`src/rtl/opd_pkg.sv`:
```
package opd_pkg;

    localparam int unsigned CHUNK_W      = 13;
    localparam int unsigned FRAME_W      = 11;
    localparam int unsigned BYTE_W       = 8;
    localparam int unsigned S_TDATA_W    = 24;
    localparam int unsigned M_TDATA_W    = 24;

    localparam logic [CHUNK_W-1:0] MAX_CHUNK_BYTES = 13'd4096;
    localparam logic [BYTE_W-1:0]  LONG_HDR_MIN    = 8'd252;

    typedef enum logic [1:0] {
        PH_DISCARD = 2'd0,
        PH_HEADER  = 2'd1,
        PH_SECOND  = 2'd2,
        PH_PAYLOAD = 2'd3
    } phase_t;

    typedef enum logic [1:0] {
        KIND_PAYLOAD = 2'd0,
        KIND_HDR_ERR = 2'd1,
        KIND_OVERRUN = 2'd2
    } kind_t;

endpackage

```
`src/rtl/opus_packet_deframer_unit.sv`:
```
// Opus packet deframer.
// Slave channel (s_*): one chunk byte per beat. s_tuser flags the first byte of
// a chunk, which also carries the chunk length in s_tdata. Each chunk is cut into
// packets led by the one- or two-byte Opus length prefix.
// Master channel (m_*): one beat per payload byte (m_tuser = payload, m_tlast on
// the final byte of a packet) or one beat per framing error (partial header,
// packet overrunning the chunk); after an error the rest of the chunk is dropped.
// Header bytes and bytes outside a chunk give no beat.
// Path: an accepted byte is held in the input register, is decoded and lands in
// the output register, from which its result is presented on m_*.
// Throughput: one byte per cycle while m_tready does not stall the output; the
// framing counters are updated as each byte is decoded.
// Reset: aresetn (synchronous, active low) empties both registers and puts the
// framer into discard until the next chunk start.
// Stall: while m_tready is low the output register holds its beat and one more
// byte may still be taken into the input register; then s_tready drops.
module opus_packet_deframer_unit (
    input  logic                           aclk,
    input  logic                           aresetn,
    input  logic                           s_tvalid,
    output logic                           s_tready,
    input  logic [opd_pkg::S_TDATA_W-1:0]  s_tdata,  // [7:0] data_byte, [20:8] chunk_length
    input  logic                           s_tuser,  // [0] chunk_first
    output logic                           m_tvalid,
    input  logic                           m_tready,
    output logic [opd_pkg::M_TDATA_W-1:0]  m_tdata,  // [7:0] payload_byte, [18:8] frame_length
    output logic [1:0]                     m_tuser,  // [1:0] kind
    output logic                           m_tlast   // frame_last
);
    import opd_pkg::*;

    // input register
    logic                  in_valid_reg, in_valid_next;
    logic [BYTE_W-1:0]     in_byte_reg;
    logic                  in_first_reg;
    logic [CHUNK_W-1:0]    in_len_reg;

    // framing state
    phase_t                phase_reg, phase_next;
    logic [CHUNK_W-1:0]    chunk_left_reg, chunk_left_next;
    logic [FRAME_W-1:0]    payload_left_reg, payload_left_next;
    logic [BYTE_W-1:0]     first_byte_reg, first_byte_next;
    logic [FRAME_W-1:0]    pkt_length_reg, pkt_length_next;

    // output register
    logic                  out_valid_reg, out_valid_next;
    kind_t                 out_kind_reg;
    logic [BYTE_W-1:0]     out_byte_reg;
    logic                  out_last_reg;
    logic [FRAME_W-1:0]    out_len_reg;

    logic                  advance;

    // state after a possible chunk start
    phase_t                eff_phase;
    logic [CHUNK_W-1:0]    eff_chunk_left;
    logic [FRAME_W-1:0]    eff_payload_left;
    logic [BYTE_W-1:0]     eff_first_byte;
    logic [FRAME_W-1:0]    eff_pkt_length;
    logic [CHUNK_W-1:0     ] sat_len;

    logic                  active;
    logic [CHUNK_W-1:0]    left_after;
    logic [FRAME_W-1:0]    long_len;
    logic                  short_over;
    logic                  long_over;
    logic                  is_short;

    logic                  res_valid;
    kind_t                 res_kind;
    logic [BYTE_W-1:0]     res_byte;
    logic                  res_last;
    logic [FRAME_W-1:0]    res_len;

    assign advance  = in_valid_reg && (!out_valid_reg || m_tready);
    assign s_tready = !in_valid_reg || advance;

    always_comb begin
        in_valid_next = in_valid_reg;
        if (advance) begin
            in_valid_next = 1'b0;
        end
        if (s_tvalid && s_tready) begin
            in_valid_next = 1'b1;
        end
    end

    always_ff @(posedge aclk) begin
        if (!aresetn) begin
            in_valid_reg <= 1'b0;
        end else begin
            in_valid_reg <= in_valid_next;
        end
    end

    always_ff @(posedge aclk) begin
        if (s_tvalid && s_tready) begin
            in_byte_reg  <= s_tdata[BYTE_W-1:0];
            in_len_reg   <= s_tdata[BYTE_W +: CHUNK_W];
            in_first_reg <= s_tuser;
        end
    end

    // chunk start overrides whatever was left
    always_comb begin
        sat_len = (in_len_reg > MAX_CHUNK_BYTES) ? MAX_CHUNK_BYTES : in_len_reg;
        if (in_first_reg) begin
            eff_phase        = (sat_len == '0) ? PH_DISCARD : PH_HEADER;
            eff_chunk_left   = sat_len;
            eff_payload_left = '0;
            eff_first_byte   = '0;
            eff_pkt_length   = '0;
        end else begin
            eff_phase        = phase_reg;
            eff_chunk_left   = chunk_left_reg;
            eff_payload_left = payload_left_reg;
            eff_first_byte   = first_byte_reg;
            eff_pkt_length   = pkt_length_reg;
        end
    end

    assign active     = (eff_phase != PH_DISCARD) && (eff_chunk_left != '0);
    assign left_after = eff_chunk_left - 1'b1;
    assign is_short   = (in_byte_reg < LONG_HDR_MIN);
    assign short_over = ({{(CHUNK_W-BYTE_W){1'b0}}, in_byte_reg} > left_after);
    assign long_len   = {1'b0, in_byte_reg, 2'b00}
                      + {{(FRAME_W-BYTE_W){1'b0}}, eff_first_byte};
    assign long_over  = ({{(CHUNK_W-FRAME_W){1'b0}}, long_len} > left_after);

    // next framing state
    always_comb begin
        phase_next        = eff_phase;
        chunk_left_next   = eff_chunk_left;
        payload_left_next = eff_payload_left;
        first_byte_next   = eff_first_byte;
        pkt_length_next   = eff_pkt_length;
        if (!active) begin
            phase_next = PH_DISCARD;
        end else begin
            chunk_left_next = left_after;
            unique case (eff_phase)
                PH_HEADER: begin
                    if (is_short) begin
                        pkt_length_next = {{(FRAME_W-BYTE_W){1'b0}}, in_byte_reg};
                        if (in_byte_reg == '0) begin
                            phase_next = (left_after == '0) ? PH_DISCARD : PH_HEADER;
                        end else if (short_over) begin
                            phase_next        = PH_DISCARD;
                            chunk_left_next   = '0;
                            payload_left_next = '0;
                        end else begin
                            payload_left_next = {{(FRAME_W-BYTE_W){1'b0}}, in_byte_reg};
                            phase_next        = PH_PAYLOAD;
                        end
                    end else if (eff_chunk_left < 13'd2) begin
                        phase_next        = PH_DISCARD;
                        chunk_left_next   = '0;
                        payload_left_next = '0;
                    end else begin
                        first_byte_next = in_byte_reg;
                        phase_next      = PH_SECOND;
                    end
                end
                PH_SECOND: begin
                    pkt_length_next = long_len;
                    if (long_over) begin
                        phase_next        = PH_DISCARD;
                        chunk_left_next   = '0;
                        payload_left_next = '0;
                    end else begin
                        payload_left_next = long_len;
                        phase_next        = PH_PAYLOAD;
                    end
                end
                PH_PAYLOAD: begin
                    if (eff_payload_left != '0) begin
                        payload_left_next = eff_payload_left - 1'b1;
                    end
                    if (eff_payload_left <= 11'd1) begin
                        phase_next = (left_after == '0) ? PH_DISCARD : PH_HEADER;
                    end else if (left_after == '0) begin
                        phase_next = PH_DISCARD;
                    end
                end
                default: begin
                    phase_next = PH_DISCARD;
                end
            endcase
        end
    end

    // result of this byte
    always_comb begin
        res_valid = 1'b0;
        res_kind  = KIND_PAYLOAD;
        res_byte  = '0;
        res_last  = 1'b0;
        res_len   = '0;
        if (active) begin
            unique case (eff_phase)
                PH_HEADER: begin
                    if (is_short && in_byte_reg != '0 && short_over) begin
                        res_valid = 1'b1;
                        res_kind  = KIND_OVERRUN;
                        res_len   = {{(FRAME_W-BYTE_W){1'b0}}, in_byte_reg};
                    end else if (!is_short && eff_chunk_left < 13'd2) begin
                        res_valid = 1'b1;
                        res_kind  = KIND_HDR_ERR;
                    end
                end
                PH_SECOND: begin
                    if (long_over) begin
                        res_valid = 1'b1;
                        res_kind  = KIND_OVERRUN;
                        res_len   = long_len;
                    end
                end
                PH_PAYLOAD: begin
                    res_valid = 1'b1;
                    res_kind  = KIND_PAYLOAD;
                    res_byte  = in_byte_reg;
                    res_last  = (eff_payload_left <= 11'd1);
                    res_len   = eff_pkt_length;
                end
                default: begin
                    res_valid = 1'b0;
                end
            endcase
        end
    end

    always_ff @(posedge aclk) begin
        if (!aresetn) begin
            phase_reg        <= PH_DISCARD;
            chunk_left_reg   <= '0;
            payload_left_reg <= '0;
            first_byte_reg   <= '0;
            pkt_length_reg   <= '0;
        end else if (advance) begin
            phase_reg        <= phase_next;
            chunk_left_reg   <= chunk_left_next;
            payload_left_reg <= payload_left_next;
            first_byte_reg   <= first_byte_next;
            pkt_length_reg   <= pkt_length_next;
        end
    end

    always_comb begin
        out_valid_next = out_valid_reg;
        if (m_tready) begin
            out_valid_next = 1'b0;
        end
        if (advance && res_valid) begin
            out_valid_next = 1'b1;
        end
    end

    always_ff @(posedge aclk) begin
        if (!aresetn) begin
            out_valid_reg <= 1'b0;
        end else begin
            out_valid_reg <= out_valid_next;
        end
    end

    always_ff @(posedge aclk) begin
        if (advance && res_valid) begin
            out_kind_reg <= res_kind;
            out_byte_reg <= res_byte;
            out_last_reg <= res_last;
            out_len_reg  <= res_len;
        end
    end

    assign m_tvalid = out_valid_reg;
    assign m_tdata  = {{(M_TDATA_W-BYTE_W-FRAME_W){1'b0}}, out_len_reg, out_byte_reg};
    assign m_tuser  = out_kind_reg;
    assign m_tlast  = out_last_reg;

    // an error beat always ends the chunk
    a_err_drops: assert property (@(posedge aclk) disable iff (!aresetn)
        advance && res_valid && res_kind != KIND_PAYLOAD |=> phase_reg == PH_DISCARD)
        else $error("framing error did not drop the chunk");

    // a live phase always has chunk bytes behind it
    a_live_chunk: assert property (@(posedge aclk) disable iff (!aresetn)
        phase_reg != PH_DISCARD |-> chunk_left_reg != '0)
        else $error("framer active with empty chunk");

    // payload still owed never exceeds what the chunk holds
    a_payload_fits: assert property (@(posedge aclk) disable iff (!aresetn)
        phase_reg == PH_PAYLOAD |-> payload_left_reg != '0
            && {{(CHUNK_W-FRAME_W){1'b0}}, payload_left_reg} <= chunk_left_reg)
        else $error("payload count beyond chunk");

    // a held byte is not lost while the output is stalled
    a_in_held: assert property (@(posedge aclk) disable iff (!aresetn)
        in_valid_reg && !advance |=> in_valid_reg && $stable(in_byte_reg))
        else $error("input register lost a beat");

endmodule
```
`config.mk`:
```
export PLATFORM = sky130hd
export DESIGN_NAME = opus_packet_deframer_unit
export DESIGN_NICKNAME = d
export VERILOG_FILES = /design/src/rtl/opd_pkg.sv /design/src/rtl/opus_packet_deframer_unit.sv
export SDC_FILE = /design/constraint.sdc
export NUM_CORES = 1
export LEC_CHECK = 0
export ABC_AREA = 1
export BUFFER_PORTS_ARGS = -buffer_cell sky130_fd_sc_hd__clkbuf_2
export CAP_MARGIN = 40
export CORE_MARGIN = 2
export CORE_UTILIZATION = 55
export CTS_BUF_LIST = sky130_fd_sc_hd__clkbuf_8 sky130_fd_sc_hd__clkbuf_16
export CTS_CLUSTER_DIAMETER = 100
export DETAILED_ROUTE_END_ITERATION = 8
export MAX_ROUTING_LAYER = met4
export PLACE_DENSITY = 0.89
export SLEW_MARGIN = 20
export SYNTH_ARGS = -nofsm -noshare
export SYNTH_HDL_FRONTEND = slang
export SYNTH_SLANG_ARGS = --single-unit
```
`constraint.sdc`:
```
create_clock -name aclk -period 3.5 [get_ports aclk]
set_clock_uncertainty 0.05 [all_clocks]
set_input_delay 0.35 -clock aclk [delete_from_list [all_inputs] [get_ports aclk]]
set_output_delay 0.35 -clock aclk [all_outputs]
set_load 0.03 [all_outputs]
```
==> results of run 1 <==
[worst min-delay path by stage]
stage          slack [ps]  cells after the start                   to
6_report              110                      1       in_byte_reg[5]
5_1_grt               100                      1       in_byte_reg[4]
3_3_place_gp          400                      2  payload_left_reg[0]
4_1_cts               110                      1       in_byte_reg[5]
3_5_place_dp          400                      2  payload_left_reg[7]
2_1_floorplan         390                      2         phase_reg[0]
[stage by stage]
step / power (mW) / hold slack (ps) / setup WS (ps)
detailed placement: 2.08 / 404 / -153
global placement: 2.06 / 402 / -50.1
CTS: 3.17 / 106 / -118
finish: 3.33 / 108 / -295
global route: 3.46 / 102 / -409
floorplan: 1.82 / 392 / -106
[placed cells by master (no fill, tap or decap), types with 7 or more instances in the layout]
cell / count
nand2_1: 179
inv_1: 87
a21oi_1: 82
nor2_2: 8
clkbuf_16: 10
nor3_1: 7
nand3_1: 47
buf_4: 78
nand4_1: 21
buf_6: 7
dfxtp_1: 47
edfxtp_1: 44
nand2_4: 14
o21ai_2: 8
nand3_2: 15
clkbuf_2: 49
o21ai_1: 10
nor2_1: 78
nor2_4: 11
nand2_2: 27
a21oi_2: 17
o21ai_0: 45
o22ai_1: 13
inv_2: 17
ha_1: 19
[report_power, final]
group	leakage [nW]	total (mW)	internal (mW)	switching, mW
Combinational	2.71	1.07	0.393	0.673
Sequential	0.836	1.19	1.16	0.0333
Clock	0.156	1.07	0.630	0.437
Total	3.71	3.33	2.18	1.14
[worst register-to-register path: stages (launching register included)]
cell        delay [ps]
edfxtp_1           400
buf_6              160
nor2_4             110
ha_4               220
a21oi_2            130
and2_4             170
inv_4               40
a21oi_2            140
o21ai_1             80
xor2_1             280
inv_1              130
ha_4               300
nand2_4             40
nor3_2             120
nand3_1            140
nor2_1             140
nand4_1            150
nand2_4            120
inv_4               40
nand2_2             50
nand4_1             90
nand2_2            110
clkinvlp_4         150
clkbuf_16          200
[repair_timing]
item,4_1_cts,5_1_grt
buffers inserted,11,13
resized for setup,16,86
pin swaps,6,26
cloned,0,2
setup endpoints to repair,59,69
[cells by family after synthesis]
kind of cell / after synthesis
AND/OR/NAND/NOR: 429
AO/OA/AOI/OAI: 200
buffers and inverters: 149
flip-flops: 91
adder cells (fa/ha/maj): 27
XOR/XNOR: 6
other: 1
multiplexers: 1
[final cells by class]
class / count / area, um2
multi-input cells: 668 / 3980
fillers: 876 / 3250
flip-flops and latches: 91 / 2260
repair buffers: 138 / 980
inverters: 112 / 442
clock buffers: 9 / 225
well taps: 143 / 179
clock inverters: 7 / 98.8
[routing by layer]
metal / up-vias / wire [um] / share of wire (%)
li1: 3278 / - / -
met1: 3081 / 8210 / 41
met2: 438 / 8980 / 44
met3: 85 / 1990 / 9.8
met4: 0 / 1020 / 5.1
met5: - / 0 / 0
==> key figures, run 1 <==
Placement
  • Final Wtd Congestion: 1.01
  • Dpl cells: 1126
  • # port buffers: 49
  • Detail Placement HPWL: 13800 um
  • Placed cell area: 0.00728 mm2

STA
  • Slew Viols, Final: 0
  • Worst slew pin tran: 736 ps
  • Final worst slack: -295 ps
  • Fin crit share: 108%
  • Fmax: 263 MHz
  • Final setup fails: 59
  • Unrepaired setup endpoints after global routing: yes
  • Final setup TNS: -9650 ps
  • Hold Vio Cnt, Final: 0
  • Relative slew margins: 50.9%
  • Fin crit period: 3800 ps

Floorplan
  • Initial core utilization: 56.3%
  • Die Area: 0.0126 mm2
  • Core Region: 0.0114 mm2
  • DIE HEIGHT: 112 um
  • IO Pins: 58
  • FP Rows: 39
  • Die X: 112 um

Setup path
  • Worst Setup Path Type: reg -> reg
  • Arr. time, crit path: 3860 ps
  • Buf+Inv Stages, Crit Path: 6
  • Req. time, crit path: 3570 ps
  • CP Capture Point: m_tuser[0]
  • Slowest-stage cell, CP: edfxtp_1
  • Reg2reg end: m_tuser[0]
  • Top cell family by delay on the critical path: simple AND/OR/NAND/NOR gates
  • Crit path cell chain: buf_6 -> nor2_4 -> ha_4 -> a21oi_2 -> and2_4 -> inv_4 -> a21oi_2 -> o21ai_1 -> xor2_1 -> inv_1 -> ha_4 -> nand2_4 -> nor3_2 -> nand3_1 -> nor2_1 -> nand4_1 -> nand2_4 -> inv_4 -> nand2_2 -> nand4_1 -> nand2_2 -> clkinvlp_4 -> clkbuf_16
  • Critical path endpoint category: flop
  • Largest stage delay on the critical path: 400 ps
  • Critical R2R Launch: in_first_reg
  • Startpoint types: flop
  • WP depth: 23
  • Setup slack, reg-to-reg: -300 ps
  • R2R cell count: 23
  • CP Launch Point: in_first_reg
  • CP max FO: 11

Synth
  • Largest family of logic cells by synthesized area: simple AND/OR/NAND/NOR gates
  • Synth cell types: 53
  • Synth Area in Compound Gates: 17.4%
  • Synth cell count leaders: nand2_1 (197), inv_1 (98), a21oi_1 (96), nor2_1 (85), o21ai_0 (57)
  • Top-area cell type share of the netlist area: 20.5%
  • #FFs+latches synth: 91
  • Simple-gate share of the synthesized area: 31.7%
  • Synth Area in Adders: 5.37%
  • Dominant cell type by area after synthesis: edfxtp_1
  • Ys flop type: dfxtp_1
  • Ys async rst share: 0%
  • Mapped cell area: 0.00643 mm2
  • Synth Area in XOR/XNOR: 0.817%
  • Ranking of synthesized cells by area: edfxtp_1 (21%), dfxtp_1 (15%), nand2_1 (11%)
  • Cells after Synth: 904
  • Post-synthesis mux area share: 0.156%
  • Yosys warns: 0
  • Seq/Total Area, Yosys: 35.2%
  • Post-synth EDFFs: 44
  • Most common cell in the synthesized netlist: nand2_1
  • Avg Cell Area, Syn: 7.12 um2

Final layout
  • Area Overhead vs Synth: 26.9%
  • Fin cells: 1168
  • Area of all placed cells without fillers: 0.00816 mm2
  • Nets: 1076
  • # diodes: 0
  • Finished Core Util: 71.5%
  • Layout cells sized above 1: 29.9%

Global routing
  • Initial antenna violation count: 0
  • First-pass GRT wire length: 30200 um
  • Total track usage: 31.2%
  • Met2 GRT Util: 48.6%
  • Peak-usage layer in the global routing report: met2
  • Met3 usage: 5.78%
  • Largest net degree at the start of global routing: 34
  • Vias in the first global route: 6069
  • Gr ovfl total: 0
  • Met1 Use GR: 39.3%

Hold path
  • Worst Hold Class: in -> reg
  • HP Start: s_tdata[5]

Clocking
  • Root Driver: clkbuf_16
  • Longest Clk Path Bufs: 2
  • CTS sink count: 91
  • Worst-skew pair later-pin latency: 360 ps
  • CTS tree: yes
  • H-tree levels: 3
  • CTS clk-pin slew, worst paths: 70 ps
  • CTS buffer count: 9
  • CTS hold repair buffers: 0

Route
  • Drt pass-1 iters: 6
  • Wire per inst: 17.3 um
  • Vias post-DR: 6882
  • DR vias/cell: 5.89
  • DRT iter0 DRCs: 815
  • DRC errors left: 0
  • DRT antenna net count: 0
  • Routed WL: 20200 um

Status
  • Status: finished, violations left
  • Failing checks: negative setup slack

Power and ir drop
  • Pwr dens: 408 mW/mm2
  • Static Leak: 3.71 nW
  • Worst vdd ir: 0.414 mV

Flow run
  • Maxcap violations: 0
No activity file was read; power rests on OpenSTA's default activity.
==> inputs of run 2 (changes only) <==
SETUP_SLACK_MARGIN = 0.02   (was not set)
==> run 2 against run 1 <==
The flow still finishes with violations (negative setup slack). Worst hold slack about the same. Sequential share of layout area decreased by 0.42 points. Die area unchanged. Sequential power about the same. Total power increased by 1.3%. First-iteration DRC count increased by 16%. Via count increased by 1.6%. Non-clock buffer count increased by 1. Combinational power about the same. Critical path type unchanged. Count of clock-buffer cells in the layout unchanged. Register-to-register slack got worse by 20 ps. Routed wire length increased by 4.1%.
==> key figures, run 2 (same netlist as run 1, synthesis figures left out) <==
STA
  • Hold Slack: 107 ps (was 108 ps)
  • Worst slew pin tran: 723 ps (was 736 ps)
  • Slew Viols, Final: 0 (unchanged)
  • Relative slew margins: 51.7% (was 50.9%)
  • Fin crit share: 109% (was 108%)
  • Hold Vio Cnt, Final: 0 (unchanged)
  • Final setup fails: 61 (was 59)
  • Final worst slack: -311 ps (was -295 ps)
  • Fin crit period: 3810 ps (was 3800 ps)
  • Fmax: 262 MHz (was 263 MHz)
  • Unrepaired setup endpoints after global routing: yes (unchanged)

Hold path
  • Hold endpoint: in_len_reg[2] (was in_byte_reg[5])
  • HP Start: s_tdata[10] (was s_tdata[5])
  • Hold Crit Depth: 1 (unchanged)
  • Worst Hold Class: in -> reg (unchanged)

Placement
  • Final Wtd Congestion: 1.01 (unchanged)
  • Detail Placement HPWL: 13800 um (unchanged)
  • Setup WS pre-CTS: -153 ps (unchanged)
  • # port buffers: 49 (unchanged)
  • Dpl cells: 1126 (unchanged)

Route
  • DRT iter0 DRCs: 943 (was 815)
  • Vias post-DR: 6990 (was 6882)
  • Routed WL: 21000 um (was 20200 um)
  • DRC errors left: 0 (unchanged)
  • Drt pass-1 iters: 6 (unchanged)
  • DR vias/cell: 5.98 (was 5.89)
  • Wire per inst: 18.0 um (was 17.3 um)
  • DRT antenna net count: 0 (unchanged)

Clocking
  • CTS clk-pin slew, worst paths: 70 ps (about the same)
  • H-tree levels: 3 (unchanged)
  • Longest Clk Path Bufs: 2 (unchanged)
  • CTS hold repair buffers: 0 (unchanged)
  • Root Driver: clkbuf_16 (unchanged)
  • CTS sink count: 91 (unchanged)
  • CTS tree: yes (unchanged)
  • CTS buffer count: 9 (unchanged)
  • Worst-skew pair later-pin latency: 360 ps (about the same)

Floorplan
  • Die Area: 0.0126 mm2 (unchanged)
  • Core Region: 0.0114 mm2 (unchanged)
  • Initial core utilization: 56.3% (unchanged)
  • FP Rows: 39 (unchanged)
  • Die X: 112 um (unchanged)
  • IO Pins: 58 (unchanged)
  • DIE HEIGHT: 112 um (unchanged)

Setup path
  • Setup slack, reg-to-reg: -310 ps (was -300 ps)
  • Critical R2R Launch: in_first_reg (unchanged)
  • Reg2reg end: m_tlast (was m_tuser[0])
  • Largest stage delay on the critical path: 420 ps (was 400 ps)
  • Req. time, crit path: 3570 ps (about the same)
  • Worst Setup Path Type: reg -> reg (unchanged)
  • Slowest-stage cell, CP: edfxtp_1 (unchanged)
  • Buf+Inv Stages, Crit Path: 6 (unchanged)
  • Arr. time, crit path: 3880 ps (was 3860 ps)
  • Top cell family by delay on the critical path: simple AND/OR/NAND/NOR gates (unchanged)
  • R2R cell count: 23 (unchanged)
  • CP max FO: 22 (was 11)
  • Startpoint types: flop (unchanged)
  • Critical path endpoint category: flop (unchanged)
  • Crit path cell chain: buf_6 -> nor2_4 -> ha_4 -> a21oi_2 -> and2_4 -> inv_4 -> a21oi_2 -> o21ai_1 -> xor2_1 -> inv_1 -> ha_4 -> nand2_4 -> nor3_2 -> nand3_1 -> nor2_1 -> nand4_1 -> nand2_4 -> inv_4 -> nand2_2 -> nand4_1 -> nand2_2 -> clkinvlp_4 -> buf_12 (was buf_6 -> nor2_4 -> ha_4 -> a21oi_2 -> and2_4 -> inv_4 -> a21oi_2 -> o21ai_1 -> xor2_1 -> inv_1 -> ha_4 -> nand2_4 -> nor3_2 -> nand3_1 -> nor2_1 -> nand4_1 -> nand2_4 -> inv_4 -> nand2_2 -> nand4_1 -> nand2_2 -> clkinvlp_4 -> clkbuf_16)

Final layout
  • Nets: 1077 (was 1076)
  • Footprint of the multi-input gates: 0.00408 mm2 (was 0.00398 mm2)
  • Filler Cell Count: 866 (was 876)
  • Layout cells sized above 1: 31.4% (was 29.9%)
  • Area Overhead vs Synth: 28.9% (was 26.9%)
  • Finished Core Util: 72.6% (was 71.5%)
  • Most frequent cells in the layout: nand2_1 (172), inv_1 (90), nor2_1 (81) (was nand2_1 (179), inv_1 (87), a21oi_1 (82))
  • # diodes: 0 (unchanged)
  • Sequential Area: 0.00226 mm2 (unchanged)
  • Fin cells: 1169 (was 1168)
  • Most common cell after layout, fill and taps aside: nand2_1 (unchanged)

Status
  • Failing checks: negative setup slack (unchanged)
  • Status: finished, violations left (unchanged)

Global routing
  • Gr ovfl total: 0 (unchanged)
  • First-pass GRT wire length: 30400 um (was 30200 um)
  • Total track usage: 31.4% (was 31.2%)
  • Initial antenna violation count: 0 (unchanged)
  • Vias in the first global route: 6150 (was 6069)
  • Largest net degree at the start of global routing: 34 (unchanged)

Flow run
  • Maxcap violations: 0 (unchanged)

Power and ir drop
  • Static Leak: 3.73 nW (was 3.71 nW)
  • Worst vdd ir: 0.428 mV (was 0.414 mV)
  • Pwr dens: 406 mW/mm2 (was 408 mW/mm2)
[run 2: changes by cell type in the layout (fill, tap and decap cells not counted), sizes merged]
cell	previous run	this run
buf	88	90
clkbuf	59	58
[run 2: per-stage QoR]
step           power [mW]  TNS, ps  area, um2
6_report             3.37   -13810       8290
2_1_floorplan        1.82    -2330       6550
4_1_cts              3.19    -3000       7800
3_5_place_dp         2.08    -4410       7280
3_3_place_gp         2.06    -1120       7280
5_1_grt              3.49   -20510       8290
[run 2: power by group]
group	leakage [nW]	total (mW)	internal (mW)	switching [mW]
Clock	0.156	1.07	0.630	0.442
Sequential	0.836	1.20	1.16	0.0344
Combinational	2.73	1.10	0.408	0.693
[run 2: cell type report]
class | instances | area share, %
multi-input cells | 668 | 49.2
flip-flops and latches | 91 | 27.3
repair buffers | 139 | 12.1
inverters | 112 | 5.30
clock buffers | 9 | 2.72
well taps | 143 | 2.16
clock inverters | 7 | 1.19
[run 2: worst max-delay path by stage]
| stage | depth (start not counted) | start | end |
|---|---|---|---|
| 4_1_cts | 23 | in_first_reg | m_tuser[0] |
| 2_1_floorplan | 23 | in_first_reg | m_tlast |
| 5_1_grt | 26 | in_first_reg | out_len_reg[7] |
| 3_3_place_gp | 23 | in_first_reg | out_byte_reg[7] |
| 6_report | 23 | in_first_reg | m_tlast |
| 3_5_place_dp | 23 | in_first_reg | out_byte_reg[5] |
[run 2: routing by layer]
metal,vias to the layer above,share of wire (%),track usage [%]
met3,123,10,6.10
met2,488,45,48.4
li1,3271,-,-
met4,0,6.1,17.6
met5,-,0,-
met1,3108,39,39.0
[run 2: what timing repair did]
item,in CTS,in global routing
resized for setup,25,103
setup buffers,15,11
setup endpoints to repair,59,69
pin swaps,6,39
endpoints found under the hold margin,0,0
cloned,1,0
==> inputs of run 3 (changes only) <==
--- a/config.mk
+++ b/config.mk
@@ -10,10 +10,10 @@
 export CAP_MARGIN = 40
 export CORE_MARGIN = 2
-export CORE_UTILIZATION = 55
+export CORE_UTILIZATION = 40
 export CTS_BUF_LIST = sky130_fd_sc_hd__clkbuf_8 sky130_fd_sc_hd__clkbuf_16
 export CTS_CLUSTER_DIAMETER = 100
 export DETAILED_ROUTE_END_ITERATION = 8
 export MAX_ROUTING_LAYER = met4
-export PLACE_DENSITY = 0.89
+export PLACE_DENSITY = 0.71
 export SETUP_SLACK_MARGIN = 0.02
 export SLEW_MARGIN = 20
==> constraint.sdc (replaced) <==
create_clock -name aclk -period 3.5 [get_ports aclk]
set_clock_uncertainty 0.05 [all_clocks]
set_input_delay 0 -clock aclk [delete_from_list [all_inputs] [get_ports aclk]]
set_output_delay 0 -clock aclk [all_outputs]
set_load 0.03 [all_outputs]
==> run 3 against run 2 <==
The flow still finishes with violations (negative setup slack). Global-route usage fell by 6.7 points. Register-to-register slack better by 95 ps. Routed wire length fell by 3.5%. Flip-flop and latch count did not move. Worst hold slack better by 13 ps. Sequential share of layout area down 1.5 points. Critical endpoint is now out_byte_reg[3]. Largest cell class unchanged.
==> key figures, run 3 (same netlist as run 1, synthesis figures left out) <==
Status
  • Status: finished, violations left (unchanged)
  • Failing checks: negative setup slack (unchanged)

Route
  • Highest metal used: met4 (unchanged)
  • M1 WL: 8870 um (was 8240 um)
  • DRC errors left: 0 (unchanged)
  • DRT antenna net count: 0 (unchanged)
  • DR WL met3: 1580 um (was 2140 um)
  • Routed WL: 20300 um (was 21000 um)
  • Drt pass-1 iters: 6 (unchanged)
  • Wire per inst: 15.9 um (was 18.0 um)
  • DR vias/cell: 5.29 (was 5.98)
  • DRT iter0 DRCs: 519 (was 943)
  • WL met2: 9310 um (was 9360 um)
  • Vias post-DR: 6771 (was 6990)

Final layout
  • Sequential Area: 0.00226 mm2 (unchanged)
  • Finished Core Util: 55.5% (was 72.6%)
  • Footprint of the multi-input gates: 0.00409 mm2 (was 0.00408 mm2)
  • Filler Cell Count: 1426 (was 866)
  • Area Overhead vs Synth: 36.6% (was 28.9%)
  • Most frequent cells in the layout: nand2_1 (168), inv_1 (93), buf_4 (85) (was nand2_1 (172), inv_1 (90), nor2_1 (81))
  • Layout cells sized above 1: 31.5% (was 31.4%)
  • Most common cell after layout, fill and taps aside: nand2_1 (unchanged)
  • Nets: 1114 (was 1077)
  • Fin cells: 1279 (was 1169)
  • # diodes: 0 (unchanged)

Power and ir drop
  • Seq pwr share: 33.2% (was 35.5%)
  • Switching pwr: 1.14 mW (was 1.17 mW)
  • Worst vdd ir: 0.468 mV (was 0.428 mV)
  • Static Leak: 3.97 nW (was 3.73 nW)
  • Combinational power share: 32.0% (was 32.7%)
  • Total Power: 3.59 mW (was 3.37 mW)
  • Switching Fraction: 31.7% (was 34.7%)
  • P_int: 2.45 mW (was 2.20 mW)
  • Clock power share: 34.8% (was 31.8%)
  • Pwr dens: 409 mW/mm2 (was 406 mW/mm2)

Clocking
  • Longest Clk Path Bufs: 2 (unchanged)
  • Worst-skew pair later-pin latency: 350 ps (was 360 ps)
  • CTS sink count: 91 (unchanged)
  • CTS buffer count: 9 (unchanged)
  • CTS tree: yes (unchanged)
  • Root Driver: clkbuf_16 (unchanged)
  • CTS clk-pin slew, worst paths: 60 ps (was 70 ps)
  • H-tree levels: 3 (unchanged)

Setup path
  • CP Launch Point: in_first_reg (unchanged)
  • CP max FO: 22 (unchanged)
  • Startpoint types: flop (unchanged)
  • Critical R2R Launch: in_first_reg (unchanged)
  • Setup slack, reg-to-reg: -220 ps (was -310 ps)
  • Critical path endpoint category: flop (unchanged)
  • Worst Setup Path Type: reg -> reg (unchanged)
  • Arr. time, crit path: 3780 ps (was 3880 ps)
  • Req. time, crit path: 3560 ps (was 3570 ps)

Hold path
  • Worst Hold Class: in -> reg (unchanged)
  • HP Start: aresetn (was s_tdata[10])

Floorplan
  • Core Region: 0.0158 mm2 (was 0.0114 mm2)
  • Initial core utilization: 40.6% (was 56.3%)
  • FP Rows: 46 (was 39)
  • DIE HEIGHT: 131 um (was 112 um)
  • IO Pins: 58 (unchanged)
  • Die Area: 0.0171 mm2 (was 0.0126 mm2)
  • Die X: 131 um (was 112 um)

STA
  • Slew Viols, Final: 0 (unchanged)
  • Fin crit period: 3720 ps (was 3810 ps)
  • Final setup fails: 59 (was 61)
  • Fin crit share: 106% (was 109%)
  • Unrepaired setup endpoints after global routing: yes (unchanged)
  • Fmax: 269 MHz (was 262 MHz)
  • Hold Vio Cnt, Final: 0 (unchanged)
  • Worst slew pin tran: 670 ps (was 723 ps)
  • Final worst slack: -215 ps (was -311 ps)
  • Relative slew margins: 55.1% (was 51.7%)

Global routing
  • First-pass GRT wire length: 31400 um (was 30400 um)
  • Initial antenna violation count: 0 (unchanged)
  • Total track usage: 24.7% (was 31.4%)
  • Vias in the first global route: 6153 (was 6150)
  • Gr ovfl total: 0 (unchanged)
  • Largest net degree at the start of global routing: 32 (was 34)

Placement
  • Detail Placement HPWL: 14800 um (was 13800 um)
  • Dpl cells: 1207 (was 1126)
  • # port buffers: 49 (unchanged)
  • Final Wtd Congestion: 1.01 (about the same)

Flow run
  • Maxcap violations: 0 (unchanged)
==> run 3: cell types whose count changed in the layout (fill, tap and decap cells not counted), sizes merged <==
cell         previous run  this run
buf                    90       102
clkinvlp                2         1
bufinv                  2         5
clkinv                  4         2
dlygate4sd3             0        25
==> run 3: metrics by stage <==
step / hold slack (ps) / setup TNS [ps] / setup WS (ps) / cell area (um2)
detailed placement: 129 / -4300 / -144 / 7430
CTS: 100 / -1110 / -51.0 / 8180
floorplan: 48.9 / -2330 / -106 / 6550
global placement: 128 / -3290 / -126 / 7430
global route: 144 / -17700 / -384 / 8790
finish: 120 / -7790 / -215 / 8790
==> run 3: layer usage <==
metal  GRT usage, %  up-vias
met5              -        -
met4           8.45        0
met3           5.74       50
met2           38.1      286
met1           32.0     3103
li1               -     3332
==> run 3: worst paths after layout <==
path / end / depth (start not counted)
hold / removal: pkt_length_reg[10] / 3
setup reg to reg: out_byte_reg[3] / 23
hold reg to reg: first_byte_reg[5] / 2
setup / recovery: out_byte_reg[3] / 23
==> run 3: power groups by stage <==
stage                     combinational [mW]  sequential [mW]  clock [mW]
final                                   1.15             1.19        1.25
after global routing                    1.24             1.20        1.31
after CTS                              0.945             1.19        1.27
after detailed placement               0.891             1.21           0
after global placement                 0.885             1.21           0
after floorplan                        0.605             1.21           0
==> run 3: worst max-delay path, stage by stage (launching register included) <==
cell,delay [ps]
edfxtp_1,420
buf_6,170
nor2_4,130
ha_4,220
a21oi_2,130
and2_4,150
inv_2,40
a21oi_2,140
o21ai_2,90
xor2_2,210
inv_1,100
ha_4,280
nand2_4,40
nor3_2,120
nand3_1,140
nor2_2,140
nand4_1,160
nand2_4,150
inv_4,40
nand2_4,40
nand4_1,90
nand2_2,130
clkinvlp_4,110
buf_12,160
==> run 3: area by class of cell <==
cell class / count / share of cell area [%]
Clock buffer: 9 / 2.56
Clock inverter: 7 / 1.79
Inverter: 112 / 5.00
Multi-Input combinational cell: 668 / 46.5
Sequential cell: 91 / 25.7
Tap cell: 216 / 3.08
Timing Repair Buffer: 176 / 15.3
==> run 3: what timing repair did <==
item,CTS,global route
hold buffers,25,0
resized for setup,13,118
setup endpoints to repair,57,69
hold endpoints to repair,24,0
pin swaps,2,54
buffers inserted,9,22
